File: src/hw/rtl/fsbr_pkg.sv
package fsbr_pkg;

    // Run pool
    localparam int unsigned POOL_RUNS = 256;
    localparam int unsigned POOL_W    = $clog2(POOL_RUNS + 1);

    // Fixed field widths
    localparam int unsigned SLOT_W  = 8;
    localparam int unsigned COUNT_W = 9;
    localparam int unsigned LEN_W   = 16;

    // Block header constants
    localparam logic [15:0] BLOCK_CEIL = 16'h8000;
    localparam logic [3:0]  HDR_BYTES  = 4'd8;

    // Queues
    localparam int unsigned CMDQ_DEPTH = 4;
    localparam int unsigned CMDQ_PTR_W = $clog2(CMDQ_DEPTH);
    localparam int unsigned CMDQ_CNT_W = $clog2(CMDQ_DEPTH + 1);
    localparam int unsigned RESQ_DEPTH = 4;
    localparam int unsigned RESQ_PTR_W = $clog2(RESQ_DEPTH);
    localparam int unsigned RESQ_CNT_W = $clog2(RESQ_DEPTH + 1);

    // Stream widths
    localparam int unsigned S_TDATA_W = 144;
    localparam int unsigned M_TDATA_W = 72;

    typedef enum logic [1:0] {
        FUNC_START = 2'd0,
        FUNC_BLOCK = 2'd1,
        FUNC_CLEAR = 2'd2
    } func_e_t;

    typedef enum logic [1:0] {
        ST_OK         = 2'd0,
        ST_INCOMPLETE = 2'd1,
        ST_POOL_FULL  = 2'd2
    } status_e_t;

    typedef enum logic {
        KIND_PIECE  = 1'b0,
        KIND_STATUS = 1'b1
    } kind_e_t;

    // Classified command handed from front to back
    typedef struct packed {
        func_e_t     op;
        logic [31:0] file_offset;
        logic [31:0] file_size;
        logic [31:0] folder_data_offset;
        logic [15:0] folder_blocks;
        logic [15:0] block_comp;
        logic [15:0] block_uncomp;
        logic        block_oversized;
    } cmd_t;

    // One result transaction
    typedef struct packed {
        kind_e_t             kind;
        logic [SLOT_W-1:0]   slot;
        logic [31:0]         piece_offset;
        logic [LEN_W-1:0]    piece_length;
        logic [COUNT_W-1:0]  piece_count;
        status_e_t           status;
        logic                last;
    } result_t;

endpackage

File: src/hw/rtl/fsbr_front.sv
module fsbr_front import fsbr_pkg::*; (
    input  logic                 aclk,
    input  logic                 aresetn,
    input  logic                 s_tvalid,
    output logic                 s_tready,
    input  logic [S_TDATA_W-1:0] s_tdata,
    input  logic [1:0]           s_tuser,
    output cmd_t                 cmd,
    output logic                 cmd_valid,
    input  logic                 cmd_pop
);

    cmd_t                  q_reg [CMDQ_DEPTH];
    logic [CMDQ_PTR_W-1:0] wr_ptr_reg, wr_ptr_next;
    logic [CMDQ_PTR_W-1:0] rd_ptr_reg, rd_ptr_next;
    logic [CMDQ_CNT_W-1:0] cnt_reg, cnt_next;

    cmd_t in_cmd;
    logic keep;
    logic push;
    logic pop;

    always_comb begin
        in_cmd.op                 = func_e_t'(s_tuser);
        in_cmd.file_offset        = s_tdata[31:0];
        in_cmd.file_size          = s_tdata[63:32];
        in_cmd.folder_data_offset = s_tdata[95:64];
        in_cmd.folder_blocks      = s_tdata[111:96];
        in_cmd.block_comp         = s_tdata[127:112];
        in_cmd.block_uncomp       = s_tdata[143:128];
        in_cmd.block_oversized    = (s_tdata[127:112] > BLOCK_CEIL) ||
                                    (s_tdata[143:128] > BLOCK_CEIL);
        case (in_cmd.op)
            FUNC_START, FUNC_BLOCK, FUNC_CLEAR: keep = 1'b1;
            default:                            keep = 1'b0;  // drop unused code
        endcase
    end

    assign s_tready  = (cnt_reg != CMDQ_CNT_W'(CMDQ_DEPTH));
    assign push      = s_tvalid && s_tready && keep;
    assign cmd_valid = (cnt_reg != '0);
    assign pop       = cmd_pop && cmd_valid;
    assign cmd       = q_reg[rd_ptr_reg];

    always_comb begin
        wr_ptr_next = push ? wr_ptr_reg + 1'b1 : wr_ptr_reg;
        rd_ptr_next = pop  ? rd_ptr_reg + 1'b1 : rd_ptr_reg;
        cnt_next    = cnt_reg + CMDQ_CNT_W'(push) - CMDQ_CNT_W'(pop);
    end

    always_ff @(posedge aclk) begin
        if (!aresetn) begin
            wr_ptr_reg <= '0;
            rd_ptr_reg <= '0;
            cnt_reg    <= '0;
        end else begin
            wr_ptr_reg <= wr_ptr_next;
            rd_ptr_reg <= rd_ptr_next;
            cnt_reg    <= cnt_next;
        end
    end

    always_ff @(posedge aclk) begin
        if (push) begin
            q_reg[wr_ptr_reg] <= in_cmd;
        end
    end

endmodule

File: src/hw/rtl/fsbr_back.sv
module fsbr_back import fsbr_pkg::*; (
    input  logic                 aclk,
    input  logic                 aresetn,
    input  logic [31:0]          object_size,
    input  cmd_t                 cmd,
    input  logic                 cmd_valid,
    output logic                 cmd_pop,
    output result_t              res,
    output logic                 res_valid,
    input  logic                 res_pop
);

    // File tracking state
    logic              active_reg, active_next;
    logic [32:0]       block_pos_reg, block_pos_next;
    logic [31:0]       seen_reg, seen_next;
    logic [32:0]       want_reg, want_next;
    logic [31:0]       left_reg, left_next;
    logic [15:0]       blocks_reg, blocks_next;
    logic [POOL_W-1:0] pool_reg, pool_next;
    logic [POOL_W-1:0] first_reg, first_next;

    // Result queue
    result_t               rq_reg [RESQ_DEPTH];
    logic [RESQ_PTR_W-1:0] rq_wr_reg, rq_wr_next;
    logic [RESQ_PTR_W-1:0] rq_rd_reg, rq_rd_next;
    logic [RESQ_CNT_W-1:0] rq_cnt_reg, rq_cnt_next;

    logic    go;
    logic    pop_out;
    logic [1:0] n_res;
    result_t r0, r1;

    // Block arithmetic
    logic [33:0]       blk_end;
    logic              bad;
    logic [33:0]       diff;
    logic              overlap;
    logic [15:0]       from;
    logic [15:0]       take_raw;
    logic [15:0]       take;
    logic [32:0]       piece_pos;
    logic [31:0]       left_after;
    logic [15:0]       blocks_after;
    logic [POOL_W-1:0] pool_after;

    assign cmd_pop   = go;
    assign go        = cmd_valid && (rq_cnt_reg <= RESQ_CNT_W'(RESQ_DEPTH - 2));
    assign res_valid = (rq_cnt_reg != '0);
    assign pop_out   = res_pop && res_valid;
    assign res       = rq_reg[rq_rd_reg];

    always_comb begin
        blk_end  = {1'b0, block_pos_reg} + 34'(HDR_BYTES) + 34'(cmd.block_comp);
        bad      = cmd.block_oversized || (blk_end > 34'(object_size));
        diff     = {1'b0, want_reg} - {2'b00, seen_reg};
        overlap  = diff[33] || (diff[32:0] < 33'(cmd.block_uncomp));
        from     = diff[33] ? 16'd0 : diff[15:0];
        take_raw = cmd.block_uncomp - from;
        take     = (left_reg < 32'(take_raw)) ? left_reg[15:0] : take_raw;
        piece_pos  = block_pos_reg + 33'(HDR_BYTES) + 33'(from);
        left_after = overlap ? left_reg - 32'(take) : left_reg;
        pool_after = overlap ? pool_reg + 1'b1 : pool_reg;
        blocks_after = blocks_reg - 16'd1;
    end

    function automatic result_t make_status(input status_e_t st,
                                            input logic [POOL_W-1:0] first,
                                            input logic [POOL_W-1:0] pool);
        result_t r;
        r.kind         = KIND_STATUS;
        r.slot         = SLOT_W'(first);
        r.piece_offset = '0;
        r.piece_length = '0;
        r.piece_count  = (st == ST_OK) ? COUNT_W'(pool - first) : '0;
        r.status       = st;
        r.last         = 1'b1;
        return r;
    endfunction

    always_comb begin
        active_next    = active_reg;
        block_pos_next = block_pos_reg;
        seen_next      = seen_reg;
        want_next      = want_reg;
        left_next      = left_reg;
        blocks_next    = blocks_reg;
        pool_next      = pool_reg;
        first_next     = first_reg;
        n_res          = 2'd0;
        r0             = make_status(ST_OK, first_reg, pool_reg);
        r1             = r0;

        if (go) begin
            case (cmd.op)
                FUNC_START: begin
                    // Give back the slots of a dropped file
                    if (active_reg) begin
                        pool_next = first_reg;
                    end
                    first_next     = pool_next;
                    active_next    = 1'b1;
                    want_next      = {1'b0, cmd.file_offset};
                    left_next      = cmd.file_size;
                    block_pos_next = {1'b0, cmd.folder_data_offset};
                    blocks_next    = cmd.folder_blocks;
                    seen_next      = '0;
                    if (cmd.file_size == '0) begin
                        r0          = make_status(ST_OK, pool_next, pool_next);
                        n_res       = 2'd1;
                        active_next = 1'b0;
                    end else if (cmd.folder_blocks == '0) begin
                        r0          = make_status(ST_INCOMPLETE, pool_next, pool_next);
                        n_res       = 2'd1;
                        active_next = 1'b0;
                    end
                end
                FUNC_CLEAR: begin
                    pool_next   = '0;
                    first_next  = '0;
                    active_next = 1'b0;
                end
                FUNC_BLOCK: begin
                    if (active_reg) begin
                        if (bad) begin
                            r0          = make_status(ST_INCOMPLETE, first_reg, pool_reg);
                            n_res       = 2'd1;
                            pool_next   = first_reg;
                            active_next = 1'b0;
                        end else if (overlap && (pool_reg >= POOL_W'(POOL_RUNS))) begin
                            r0          = make_status(ST_POOL_FULL, first_reg, pool_reg);
                            n_res       = 2'd1;
                            pool_next   = first_reg;
                            active_next = 1'b0;
                        end else begin
                            seen_next      = seen_reg + 32'(cmd.block_uncomp);
                            block_pos_next = blk_end[32:0];
                            blocks_next    = blocks_after;
                            left_next      = left_after;
                            pool_next      = pool_after;
                            if (overlap) begin
                                want_next       = want_reg + 33'(take);
                                r0.kind         = KIND_PIECE;
                                r0.slot         = SLOT_W'(pool_reg);
                                r0.piece_offset = piece_pos[31:0];
                                r0.piece_length = take;
                                r0.piece_count  = '0;
                                r0.status       = ST_OK;
                                r0.last         = 1'b0;
                            end
                            if (left_after == '0) begin
                                r1          = make_status(ST_OK, first_reg, pool_after);
                                active_next = 1'b0;
                            end else if (blocks_after == '0) begin
                                r1          = make_status(ST_INCOMPLETE, first_reg,
                                                          pool_after);
                                pool_next   = first_reg;
                                active_next = 1'b0;
                            end
                            // Pack the piece and the closing status in order
                            if (overlap && !active_next) begin
                                n_res = 2'd2;
                            end else if (overlap) begin
                                n_res = 2'd1;
                            end else if (!active_next) begin
                                r0    = r1;
                                n_res = 2'd1;
                            end
                        end
                    end
                end
                default: begin
                end
            endcase
        end
    end

    always_comb begin
        rq_wr_next  = rq_wr_reg + RESQ_PTR_W'(n_res);
        rq_rd_next  = pop_out ? rq_rd_reg + 1'b1 : rq_rd_reg;
        rq_cnt_next = rq_cnt_reg + RESQ_CNT_W'(n_res) - RESQ_CNT_W'(pop_out);
    end

    always_ff @(posedge aclk) begin
        if (!aresetn) begin
            active_reg    <= 1'b0;
            block_pos_reg <= '0;
            seen_reg      <= '0;
            want_reg      <= '0;
            left_reg      <= '0;
            blocks_reg    <= '0;
            pool_reg      <= '0;
            first_reg     <= '0;
            rq_wr_reg     <= '0;
            rq_rd_reg     <= '0;
            rq_cnt_reg    <= '0;
        end else begin
            active_reg    <= active_next;
            block_pos_reg <= block_pos_next;
            seen_reg      <= seen_next;
            want_reg      <= want_next;
            left_reg      <= left_next;
            blocks_reg    <= blocks_next;
            pool_reg      <= pool_next;
            first_reg     <= first_next;
            rq_wr_reg     <= rq_wr_next;
            rq_rd_reg     <= rq_rd_next;
            rq_cnt_reg    <= rq_cnt_next;
        end
    end

    always_ff @(posedge aclk) begin
        if (n_res != 2'd0) begin
            rq_reg[rq_wr_reg] <= r0;
        end
        if (n_res == 2'd2) begin
            rq_reg[rq_wr_reg + 1'b1] <= r1;
        end
    end

endmodule

File: src/hw/rtl/folder_span_to_block_runs_core.sv
// Maps one stored file of an uncompressed cabinet folder onto the object byte
// ranges that hold it. Send a start transaction (tuser 0) with the file's
// offset and size in the folder's decoded stream and the folder's first block
// header offset and block count, then one transaction per block header
// (tuser 1). For every block the file overlaps the core returns a range piece
// (tuser 0) carrying a run-pool slot; the file ends with one status
// transaction (tuser 1, tlast high) giving the first slot, the piece count and
// ok, incomplete or pool full. Failed files give their slots back; tuser 2
// empties the pool. Rate: one input transaction per clock while the result
// queue has room. A block that yields both a piece and the closing status
// gives two transactions, so the result port, not the input, is the limit
// there. A 4-deep command queue separates input classification from the file
// tracker, and a 4-deep result queue lets m_tready stall without stopping
// s_tready until the command queue fills. Write object_size only while idle.
module folder_span_to_block_runs_core import fsbr_pkg::*; (
    input  logic                 aclk,
    input  logic                 aresetn,

    // Configuration: object_size
    input  logic                 cfg_we,
    input  logic [31:0]          cfg_wdata,

    // Input stream
    input  logic                 s_tvalid,
    output logic                 s_tready,
    // tdata, low bit up: file_offset[31:0], file_size[63:32],
    // folder_data_offset[95:64], folder_blocks[111:96], block_comp[127:112],
    // block_uncomp[143:128]
    input  logic [S_TDATA_W-1:0] s_tdata,
    // tuser: func[1:0]
    input  logic [1:0]           s_tuser,

    // Result stream
    output logic                 m_tvalid,
    input  logic                 m_tready,
    // tdata, low bit up: slot[7:0], piece_offset[39:8], piece_length[55:40],
    // piece_count[64:56], status[66:65], zero pad[71:67]
    output logic [M_TDATA_W-1:0] m_tdata,
    // tuser: kind[0]
    output logic                 m_tuser,
    output logic                 m_tlast
);

    logic [31:0] object_size_reg;

    cmd_t    cmd;
    logic    cmd_valid;
    logic    cmd_pop;
    result_t res;

    // Hold the object size; the user is to write it only between files, which the block itself does not enforce
    always_ff @(posedge aclk) begin
        if (!aresetn) begin
            object_size_reg <= '0;
        end else if (cfg_we) begin
            object_size_reg <= cfg_wdata;
        end
    end

    // Accept and classify transactions, queue them for the tracker
    fsbr_front u_front (
        .aclk      (aclk),
        .aresetn   (aresetn),
        .s_tvalid  (s_tvalid),
        .s_tready  (s_tready),
        .s_tdata   (s_tdata),
        .s_tuser   (s_tuser),
        .cmd       (cmd),
        .cmd_valid (cmd_valid),
        .cmd_pop   (cmd_pop)
    );

    // Track block position and decoded bytes, hand out pieces and statuses
    fsbr_back u_back (
        .aclk        (aclk),
        .aresetn     (aresetn),
        .object_size (object_size_reg),
        .cmd         (cmd),
        .cmd_valid   (cmd_valid),
        .cmd_pop     (cmd_pop),
        .res         (res),
        .res_valid   (m_tvalid),
        .res_pop     (m_tready)
    );

    // Pack the result transaction onto the bus
    assign m_tdata = {5'b0, res.status, res.piece_count, res.piece_length,
                      res.piece_offset, res.slot};
    assign m_tuser = res.kind;
    assign m_tlast = res.last;

endmodule
File: config.mk
export PLATFORM = sky130hd
export DESIGN_NAME = folder_span_to_block_runs_core
export DESIGN_NICKNAME = d
export VERILOG_FILES = /design/src/hw/rtl/fsbr_pkg.sv /design/src/hw/rtl/fsbr_front.sv /design/src/hw/rtl/fsbr_back.sv /design/src/hw/rtl/folder_span_to_block_runs_core.sv
export SDC_FILE = /design/constraint.sdc
export NUM_CORES = 2
export LEC_CHECK = 0
export ABC_CLOCK_PERIOD_IN_PS = 22100
export BUFFER_PORTS_ARGS = -buffer_cell sky130_fd_sc_hd__buf_2
export CAP_MARGIN = 30
export CORE_MARGIN = 2
export CORE_UTILIZATION = 57
export DETAILED_ROUTE_END_ITERATION = 12
export GPL_TIMING_DRIVEN = 0
export PLACE_DENSITY = 0.75
export SLEW_MARGIN = 20
export SYNTH_ARGS = -nofsm -noshare
export SYNTH_HDL_FRONTEND = slang
export SYNTH_SLANG_ARGS = --single-unit
File: constraint.sdc
create_clock -name aclk -period 22.1 [get_ports aclk]
set_input_delay 2.21 -clock aclk [delete_from_list [all_inputs] [get_ports aclk]]
set_output_delay 2.21 -clock aclk [all_outputs]
set_load 0.02 [all_outputs]
# [Word-level counts from Yosys, hierarchy flattened]
# Memory sizes are Yosys's and may differ from the RTL's. A register that Yosys moved wholly into a read port is not among the register bits.
# Index checks and enable logic that the tools add are counted.
[totals] memories=2 input_bits=183 mem_bits_rw=864 regBits=211
[mem_list] name="u_front.q_reg" depth=4 word_bits=147 read_ports=1 rd_ports_with_merged_regs=1 write_ports=1 line_no="fsbr_front.sv:13" text="cmd_t q_reg [CMDQ_DEPTH];"
[mem_list] name="u_back.rq_reg" depth=4 word_bits=69 read_ports=1 rd_ports_with_merged_regs=1 write_ports=2 line_no="fsbr_back.sv:24" text="result_t rq_reg [RESQ_DEPTH];"
[classes] reduce_logical=29 n_lt_le_gt_ge=7 add_sub_neg=23 n_eq_ne=10 mux=87
[op_table] cell="2-to-1 mux 69 bit" count=9
[op_table] cell="2-to-1 mux 33 bit" count=7
[op_table] cell="2-to-1 mux 32 bit" count=7
[op_table] cell="one-hot mux 69 bit (2 select lines)" count=1
[op_table] cell="one-hot mux 33 bit (2 select lines)" count=2
[op_table] cell="one-hot mux 32 bit (2 select lines)" count=2
[op_table] cell="2-to-1 mux 12 bit" count=7
[op_table] cell="2-to-1 mux 9 bit" count=9
[op_table] cell="2-to-1 mux 16 bit" count=5
[op_table] cell="2-to-1 mux 68 bit" count=1
[op_table] cell="adder 32 x 16 -> 32 bit" count=2
[op_table] cell="zero test 32 bit" count=2
[op_table] cell="adder 33 x 4 -> 34 bit (second input constant)" count=1
[op_table] cell="adder 34 x 16 -> 34 bit" count=1
[op_table] cell="greater-than comparator 34 x 32 -> 1 bit" count=1
[op_table] cell="subtractor 33 x 32 -> 34 bit" count=1
[op_table] cell="adder 33 x 16 -> 33 bit" count=1
[op_table] cell="< comparator 33 x 16 -> 1 bit" count=1
[op_table] cell="adder 32 x 4 -> 32 bit (second input constant)" count=1
[op_table] cell="greater-than comparator 16 bit (second input constant)" count=2
[op_table] cell="zero test 16 bit" count=2
[op_table] cell="< comparator 32 x 16 -> 1 bit" count=1
[op_table] cell="one-hot mux 16 bit (2 select lines)" count=1
[op_table] cell="subtractor 32 x 16 -> 32 bit" count=1
[op_table] cell="other kinds (33)" count=88

# [Longest topological paths before layout]
[logic_depth] depth_word=25 mapped_depth=57 depth_no_buf=55

# [Hierarchy]
# A second synthesis with hierarchy kept.
[unflattened] cells_unflattened=4599 area_unflattened_um2=53368.7
[by_module_without_submodules] module="fsbr_back" cells_each=3660 n_inst=1 area_per_inst_um2=30183.9
[by_module_without_submodules] module="fsbr_front" cells_each=830 n_inst=1 area_per_inst_um2=21899.8
[by_module_without_submodules] module="folder_span_to_block_runs_core" cells_each=109 n_inst=1 area_per_inst_um2=1285.0

# [Worst setup path before layout]
# Ideal clock, no wire load.
[synth_path] kind="register to register" from="register (tool-made name)" to="memory u_back.rq_reg[0][10] in the netlist's numbering, enable pin" slack_ns=8.557 path_buffers=10 period_less_slack_ns=13.543 path_stages_with_launch=49 arrival_ns=13.163 t_required_ns=21.720 cell_sequence="dfxtp_1 -> buf_1 -> clkbuf_1 -> clkbuf_1 -> buf_1 -> buf_1 -> mux4_2 -> ha_1 -> nor2b_1 -> o21ai_0 -> a21boi_0 -> o21ai_0 -> a21oi_1 -> o21ai_0 -> a21boi_0 -> nor3_1 -> o21ai_0 -> a31o_2 -> (+13 left out) -> nor2_1 -> a2111oi_0 -> a32oi_1 -> or3_1 -> nor3_1 -> or4b_1 -> and3_1 -> nor3_2 -> a41oi_1 -> inv_2 -> ha_1 -> nor4b_1 -> o22a_1 -> or3_1 -> clkbuf_1 -> buf_2 -> buf_1 -> nand2_1"
[synth_lines] item="end: declaration" line_no="fsbr_back.sv:24"

==> impl_metrics.csv <==
group,metric,value,unit
clock_tree,clockBufferDepth,3,
worst_setup_path,endpoint_kind,"register",
die,ios,259,
sta,period_needed,18190,ps
logic_synthesis,synth_warnings,0,
sta,drv_slew,0,
min_path,min_path_type,"reg2reg",
sta,finClkSkew,46.75,ps
min_path,hp-start,"u_back.rq_reg[3][42]$_SDFFE_PP0N_",
clock_tree,cts_resized,0,
logic_synthesis,synth_top_area_share,36.93,%
logic_synthesis,synthTopCellsByArea,"edfxtp_1, dfxtp_1, mux4_2",
finish,fill_cells,7122,
sta,worst_pin_slew,1212,ps
die,core_area,93330,µm²
grt,grt.total_usage,34.21,%
clock_tree,cts_tree,"built",
grt,top_usage_layer,"met2",
grt,grtUsageMet2,53.41,%
route,antenna_left,0,
route,via_count,41220,
clock_tree,insertion_delay,730,ps
clock_tree,path_clk_slew,60,ps
route,wl,168.5,mm
die,dieHeight,310.8,µm
finish,syn_to_final_growth,13.18,%
finish,final_common_cell,"edfxtp_1",
job,max-cap-violations,0,
die,placementRows,112,
finish,layout-drive-gt1-share,15.38,%
grt,grt_antenna_before_repair,17,
finish,multi_input_area,23650,µm²
logic_synthesis,syn_area_per_cell,11.53,µm²
worst_setup_path,cp_slowest_cell,"a32oi_1",
sta,tns,0,ps
logic_synthesis,synthArstFlopShare,0,%
route,viasPerCell,6.438,
worst_setup_path,start_kind,"register",
worst_setup_path,worstRegToRegCells,48,
logic_synthesis,yosys_most_used_dff,"edfxtp_1",
worst_setup_path,r2r_slack,3910,ps
route,drtIter0Drc,4829,
worst_setup_path,cp.arrival,18410,ps
die,dieArea,96620,µm²
placement,io_buffers,252,
min_path,holdPathEnd,"u_back.rq_reg[3][42]$_SDFFE_PP0N_",
sta,setup_viol_count_final,0,
finish,ff_latch_area,28130,µm²
die,start_util,57.50,%
clock_tree,ctsHoldBuffers,0,
sta,max-slew-margin-rel,19.22,%
logic_synthesis,yosys.area.top_type,"edfxtp_1",
logic_synthesis,yosysSeqAreaShare,52.41,%
finish,largest_register_ffs,588,
placement,place_hpwl,124.6,mm
worst_setup_path,cp_max_fo,18,
route,dr.pass1.iters,6,
worst_setup_path,max_stage_delay,1020,ps
worst_setup_path,path_class,"reg2reg",
finish,num-nets-final,5504,
clock_tree,cts_setup_buffers,0,
sta,hold_viol_final,0,
logic_synthesis,syn-cell-area,53660,µm²
sta,period_share,82.31,%
die,die_w,310.8,µm
route,drc,0,
worst_setup_path,r2r_end,"u_back.rq_reg[0][66]$_DFFE_PP_",
clock_tree,htree_levels,3,
min_path,whs_path_depth,2,
logic_synthesis,ys_ff_latch,1075,
finish,mostFrequentLayoutCells,"edfxtp_1, dfxtp_1, nand2_1",
route,route.detailed.wl_per_inst,26.32,µm
clock_tree,cts_inserted_buffers,109,
logic_synthesis,synth_cell_type_count,99,
run_status,outcome,"finished, final reports clean",
grt,grt-ovfl-total,0,
sta,rsz0062_at_grt,"no",
worst_setup_path,required,22320,ps
grt,grt_max_degree,49,
worst_setup_path,crit_top_cell,"o21ai_0",
grt,grt_pass1_vias,39530,
placement,gp_congestion,1.002,
sta,max_freq,0.05497,GHz
grt,grt_pass1_wl,249.8,mm
grt,use_met1,47.22,%
logic_synthesis,synthCells,4654,
clock_tree,cts_sinks,1075,
clock_tree,cts-root-buf,"clkbuf_16",
logic_synthesis,synth-edff-count,660,
grt,use_met3,5.945,%
[critical path: cells and delay by family, from the launching register on]
| family | cells | cell delay [ps] |
|---|---|---|
| buffers and inverters | 12 | 5700 |
| AOI/OAI and AO/OA | 17 | 4650 |
| and+or+nand+nor | 11 | 3640 |
| muxes | 3 | 1700 |
| adders and majority gates | 4 | 1300 |
| DFF | 1 | 400 |
| xor gates and xnor gates | 1 | 240 |
[cells by family (layout without fill, tap and decap cells)]
| family | count (synthesis) | count (layout) | synth area share [%] |
|---|---|---|---|
| XOR/XNOR | 169 | 169 | 2.758 |
| buffers and inverters | 500 | 985 | 3.602 |
| AO/OA/AOI/OAI | 1095 | 1095 | 13.38 |
| flip-flops | 1075 | 1075 | 52.41 |
| multiplexers | 309 | 309 | 10.81 |
| other | 1 | 10 | 0.006988 |
| adder cells (fa/ha/maj) | 266 | 266 | 6.356 |
| AND/OR/NAND/NOR | 1239 | 1239 | 10.67 |
[how the worst max path moves through the flow]
| stage | end | slack [ps] | depth (start not counted) | startpoint |
|---|---|---|---|---|
| after detailed placement | u_back.rq_reg[0][66]$_DFFE_PP_ | 4460 | 48 | register |
| after floorplan | u_back.rq_reg[0][10]$_DFFE_PP_ | 8560 | 48 | register |
| final | u_back.rq_reg[0][66]$_DFFE_PP_ | 3910 | 48 | register |
| after CTS | u_back.rq_reg[0][63]$_DFFE_PP_ | 4340 | 48 | register |
| after global routing | u_back.rq_reg[0][63]$_DFFE_PP_ | 3060 | 48 | register |
| after global placement | u_back.rq_reg[3][66]$_DFFE_PP_ | 3390 | 47 | register |
[routing by layer]
metal | routed length, µm | share of wire, %
met1 | 67780 | 40
met5 | 72 | 0.043
met2 | 76730 | 46
met4 | 8164 | 4.8
met3 | 15720 | 9.3
[cells in the mapped netlist (all sizes together) (21+ instances only)]
cell    count
a211oi     56
a21o       52
a21oi     233
a22o       74
a31oi      22
and2       33
buf        68
clkbuf    193
dfxtp     415
edfxtp    660
ha        255
inv       239
mux2i      79
mux4      215
nand2     408
nand2b     24
nand3     124
nand4      46
nor2      362
nor3       83
nor4       37
o211ai     21
o21a       33
o21ai     339
o21bai     21
o221a      24
o22ai      27
o31ai      21
or3        27
xnor2     125
xor2       44
[layout make-up]
cell class	count	area share (%)
Buffer	261	1.712
Inverter	239	1.477
Sequential cell	1075	46.31
Clock buffer	137	4.816
Multi-Input combinational cell	3083	38.94
Antenna cell	5	0.02060
Timing Repair Buffer	286	2.968
Clock inverter	62	1.178
Tap cell	1254	2.583
[through the flow]
stage / setup slack [ps] / std cells / util [%] / hold slack, ps / area, µm²
5_1_grt: 3060 / 6398 / 65.07 / 476.2 / 60730
3_3_place_gp: 3394 / 6164 / 60.55 / 428.3 / 56510
4_1_cts: 4343 / 6392 / 65.01 / 452.2 / 60680
2_1_floorplan: 8557 / 4658 / - / 419.8 / 53680
3_5_place_dp: 4461 / 6193 / 61.11 / 438.1 / 57040
6_report: 3909 / 6402 / 65.08 / 453.4 / 60740
Power is left out: the tool's default activity adds up to more than one toggle a clock period on the data nets, which glitch-free logic cannot reach.
